## src/design/lnsc_pkg.sv

```systemverilog
// Shared widths, codes and handshake structs for the letterbox nearest scaler.
package lnsc_pkg;

   localparam int LNSC_SRC_MAX_WIDTH  = 256;
   localparam int LNSC_SRC_MAX_HEIGHT = 256;

   localparam int SRC_W    = 9;
   localparam int DST_W    = 12;
   localparam int PIX_W    = 24;
   localparam int CSR_IDX_W = 2;
   localparam int DIVIDEND_W = DST_W + SRC_W;
   localparam int DIVISOR_W  = DST_W;

   localparam logic [CSR_IDX_W-1:0] CSR_SRC_WIDTH  = 2'd0;
   localparam logic [CSR_IDX_W-1:0] CSR_SRC_HEIGHT = 2'd1;
   localparam logic [CSR_IDX_W-1:0] CSR_DST_WIDTH  = 2'd2;
   localparam logic [CSR_IDX_W-1:0] CSR_DST_HEIGHT = 2'd3;

   localparam logic CMD_WRITE = 1'b0;
   localparam logic CMD_READ  = 1'b1;

   typedef struct packed {
      logic                  start;
      logic [DIVIDEND_W-1:0] dividend;
      logic [DIVISOR_W-1:0]  divisor;
   } div_req_type;

   typedef struct packed {
      logic                  done;
      logic [DIVIDEND_W-1:0] quotient;
   } div_rsp_type;

endpackage

```

## src/design/lnsc_divider.sv

```systemverilog
// Restoring divider that produces one quotient bit per cycle.
module lnsc_divider
   import lnsc_pkg::*;
(
   input  logic        clock,
   input  logic        reset,
   input  div_req_type req,
   output div_rsp_type rsp
);

   localparam int CNT_W = $clog2(DIVIDEND_W);

   logic                  busy_ff, busy_in;
   logic                  done_ff, done_in;
   logic [CNT_W-1:0]      cnt_ff, cnt_in;
   logic [DIVISOR_W-1:0]  rem_ff, rem_in;
   logic [DIVIDEND_W-1:0] quo_ff, quo_in;
   logic [DIVISOR_W-1:0]  den_ff, den_in;
   logic [DIVISOR_W:0]    trial;

   always_comb begin
      busy_in = busy_ff;
      done_in = 1'b0;
      cnt_in  = cnt_ff;
      rem_in  = rem_ff;
      quo_in  = quo_ff;
      den_in  = den_ff;
      trial   = {rem_ff, quo_ff[DIVIDEND_W-1]};
      if (req.start && !busy_ff) begin
         busy_in = 1'b1;
         cnt_in  = '0;
         rem_in  = '0;
         quo_in  = req.dividend;
         den_in  = req.divisor;
      end else if (busy_ff) begin
         // The remainder stays below the divisor, so it fits the divisor width.
         if (trial >= {1'b0, den_ff}) begin
            rem_in = DIVISOR_W'(trial - {1'b0, den_ff});
            quo_in = {quo_ff[DIVIDEND_W-2:0], 1'b1};
         end else begin
            rem_in = trial[DIVISOR_W-1:0];
            quo_in = {quo_ff[DIVIDEND_W-2:0], 1'b0};
         end
         cnt_in = cnt_ff + 1'b1;
         if (cnt_ff == CNT_W'(DIVIDEND_W - 1)) begin
            busy_in = 1'b0;
            done_in = 1'b1;
         end
      end
   end

   always_ff @(posedge clock) begin
      if (reset) begin
         busy_ff <= 1'b0;
         done_ff <= 1'b0;
      end else begin
         busy_ff <= busy_in;
         done_ff <= done_in;
      end
      cnt_ff <= cnt_in;
      rem_ff <= rem_in;
      quo_ff <= quo_in;
      den_ff <= den_in;
   end

   assign rsp.done     = done_ff;
   assign rsp.quotient = quo_ff;

endmodule

```

## config.mk

```make
export PLATFORM = sky130hd
export DESIGN_NAME = lnsc_divider
export DESIGN_NICKNAME = d
export VERILOG_FILES = /design/src/design/lnsc_pkg.sv /design/src/design/lnsc_divider.sv
export SDC_FILE = /design/constraint.sdc
export NUM_CORES = 1
export LEC_CHECK = 0
export BUFFER_PORTS_ARGS = -buffer_cell sky130_fd_sc_hd__buf_2
export CAP_MARGIN = 20
export CORE_MARGIN = 2
export CORE_UTILIZATION = 50
export CTS_CLUSTER_DIAMETER = 30
export DETAILED_ROUTE_END_ITERATION = 8
export MAX_ROUTING_LAYER = met4
export PLACE_DENSITY = 0.75
export SETUP_SLACK_MARGIN = 0.2
export SYNTH_ARGS = -nofsm -noshare
export SYNTH_HDL_FRONTEND = slang
export SYNTH_SLANG_ARGS = --single-unit
```

## constraint.sdc

```tcl
create_clock -name clock -period 2.7 [get_ports clock]
set_clock_uncertainty 0.05 [all_clocks]
set_input_delay 0.54 -clock clock [delete_from_list [all_inputs] [get_ports clock]]
set_output_delay 0.54 -clock clock [all_outputs]
set_load 0.01 [all_outputs]
```

==> results_dict.tcl <==
set metrics [dict create \
    fin_tns_setup_ns 0 \
    rsz0062_at_grt "false" \
    synth_cells 247 \
    status "finished, final reports clean" \
    synthFlopType "edfxtp_1" \
    die_w_um 78.3 \
    avgViaCountPerCell 5.24 \
    numClockSinks 52 \
    h-tree-depth 2 \
    hold_viol_final 0 \
    hold_class "in2reg" \
    worst_slew_pin_slew_ns 0.461 \
    ys_seq_area_frac 0.497 \
    ios 58 \
    whs_path_depth 2 \
    yosysWarningCount 0 \
    final_common_cell "buf_2" \
    cap_violations 0 \
    grt.overflow.total 0 \
    crit_chain "inv_1 -> ha_1 -> fa_1 -> nand2b_1 -> a211oi_1 -> o31a_1 -> nor2_1 -> xor2_1 -> o21ai_0" \
    whs_endpoint "done_ff" \
    critPathMaxStageDelay_ns 0.38 \
    port-buffer-count 57 \
    start_util 0.510 \
    maxSlewViolCount 0 \
    worstReg2RegStart "quo_ff[20]" \
    power.leakage_nw 1.40 \
    drtAntennaViolNets 0 \
    grt_usage 0.191 \
    finalCriticalPeriod_ns 2.11 \
    gp_congestion 0.921 \
    cts_tree "done" \
    r2r_slack_ns 0.59 \
    clock_latency_ns 0.31 \
    reg2reg_to "rem_ff[10]" \
    n_antenna_cell 0 \
    worstPathRequired_ns 2.89 \
    hp-start "reset" \
    arrival_ns 2.30 \
    peakVddDrop_v 0.000302 \
    cp-end-kind "flip-flop" \
    synth_edf_count 33 \
    drc 0 \
    worstPathMaxFanout 4 \
    clk_pin_slew_ns 0.10 \
    synthArstFlopShare 0 \
    critPathLaunchType "flip-flop" \
    design.core.area_um2 5410 \
    grt_pass1_wl_um 8980 \
    cts_made_buffers 5 \
    p_per_area_nw_per_um2 847 \
    drt_iter0_markers 76 \
    drive_gt1_frac 0.340 \
    die_height_um 78.3 \
    syn2layout_area_growth_pct 18.0 \
    layout.nets 359 \
    hold_buffers 0 \
    grt_pass1_vias 1964 \
    via_count 1997 \
    routed_wl_um 5370 \
    setup_viol 0 \
    r2r_cells 9 \
    netlist.area_leader.share 0.359 \
    clockBufferDepth 2 \
    post_synth.cell_area_avg_um2 11.2 \
    dieArea_um2 6130 \
    wl_per_cell_um 14.1 \
    place_ws_ns 0.519 \
    cts_setup_buffers 0 \
    rows 27 \
    critical_path_cell_count 9 \
    relSlewSlack 0.692 \
    finalCritPeriodShare 0.782 \
    grt_max_degree 28 \
    crit_buf_inv 1 \
    cts_resized 0 \
    synth_cell_types 45 \
    ys_ff_latch 52 \
    syn_area_um2 2760 \
    yosys.area.top_type "edfxtp_1" \
    antenna_found_initial 0 \
    crit_family "adder cells" \
    dpl.hpwl_um 4050 \
    first_pass_iters 4 \
    crit_type "reg2reg" \
    synthesis.nets 298 \
    use_met3 0.0333 \
    slowest_stage "fa_1" \
    met1_usage 0.246 \
    max_freq_ghz 0.473 \
    use_met2 0.309 \
    worst_slack_ns 0.587 \
    layout_common_cells "57 x buf_2, 33 x edfxtp_1, 21 x inv_1, 20 x mux2_2" \
    cts-root-buf "clkbuf_8" \
    yosys-top-cells-area "edfxtp_1 36%, dfxtp_1 14%, mux2_2 8.2%" \
    busiest_layer "met2" \
]
## layout make-up
type	count	area, um^2
timing repair buffer	64	350
fill	466	2150
tap	72	90.1
clock inverter	2	38.8
inverter	21	78.8
sequential	52	1370
clock buffer	6	72.6
multi-input combinational	164	1250
## metal layers
metal	wire length [um]	part of all wire
met1	2510	0.47
met2	2610	0.49
met3	164	0.031
met4	90	0.017
met5	0	0
## cell usage after synthesis (3+ instances only)
cell	count
a31oi_1	6
o31ai_1	3
nand2b_1	6
a21oi_1	7
o21ai_1	3
nand3_2	4
nor2b_1	3
mux2_2	20
mux2i_1	3
clkbuf_1	4
xnor2_1	6
inv_1	21
nand3_1	6
nand4_1	3
nand2_1	19
o211ai_2	5
dfxtp_1	19
ha_1	14
edfxtp_1	33
nor3_1	4
nor2_1	9
nor3b_1	5
a21o_1	4
o21ai_0	12
## metrics by stage
stage          cells  utilization  total power [W]  hold slack [ns]  area, um^2
2_1_floorplan    247            -          0.00198            0.405        2760
6_report         381        0.602          0.00276            0.337        3250
3_5_place_dp     373        0.581          0.00223            0.442        3140
4_1_cts          381        0.602          0.00278            0.325        3250
5_1_grt          381        0.602          0.00295            0.335        3250
3_3_place_gp     373        0.581          0.00220            0.431        3140
## power breakdown
group          switching, W  internal (W)
combinational      0.000612      0.000487
sequential         0.000104       0.00101
clock              0.000263      0.000280
## worst max-delay path by stage
stage	start	to
2_1_floorplan	quo_ff[20]	rem_ff[10]
3_3_place_gp	req[33]	quo_ff[20]
3_5_place_dp	req[33]	quo_ff[20]
4_1_cts	quo_ff[20]	rem_ff[8]
5_1_grt	den_ff[4]	rem_ff[1]
6_report	quo_ff[20]	rem_ff[10]
## cell families (layout without fill, tap and decap cells)
group,count (synthesis),after routing,synth area share
mux,23,23,0.0925
simple gates,63,63,0.122
fa+ha+maj,15,15,0.0707
xor+xnor,8,8,0.0254
flops,52,52,0.497
compound gates,55,55,0.142
buf+inv,31,93,0.0499
## state kept, by name, summed over array words and instances (netlist names)
register and flops:
done_ff 1, rem_ff 12, den_ff 12, cnt_ff 5, quo_ff 21, busy_ff 1
No activity file was read; power rests on OpenSTA's default activity.
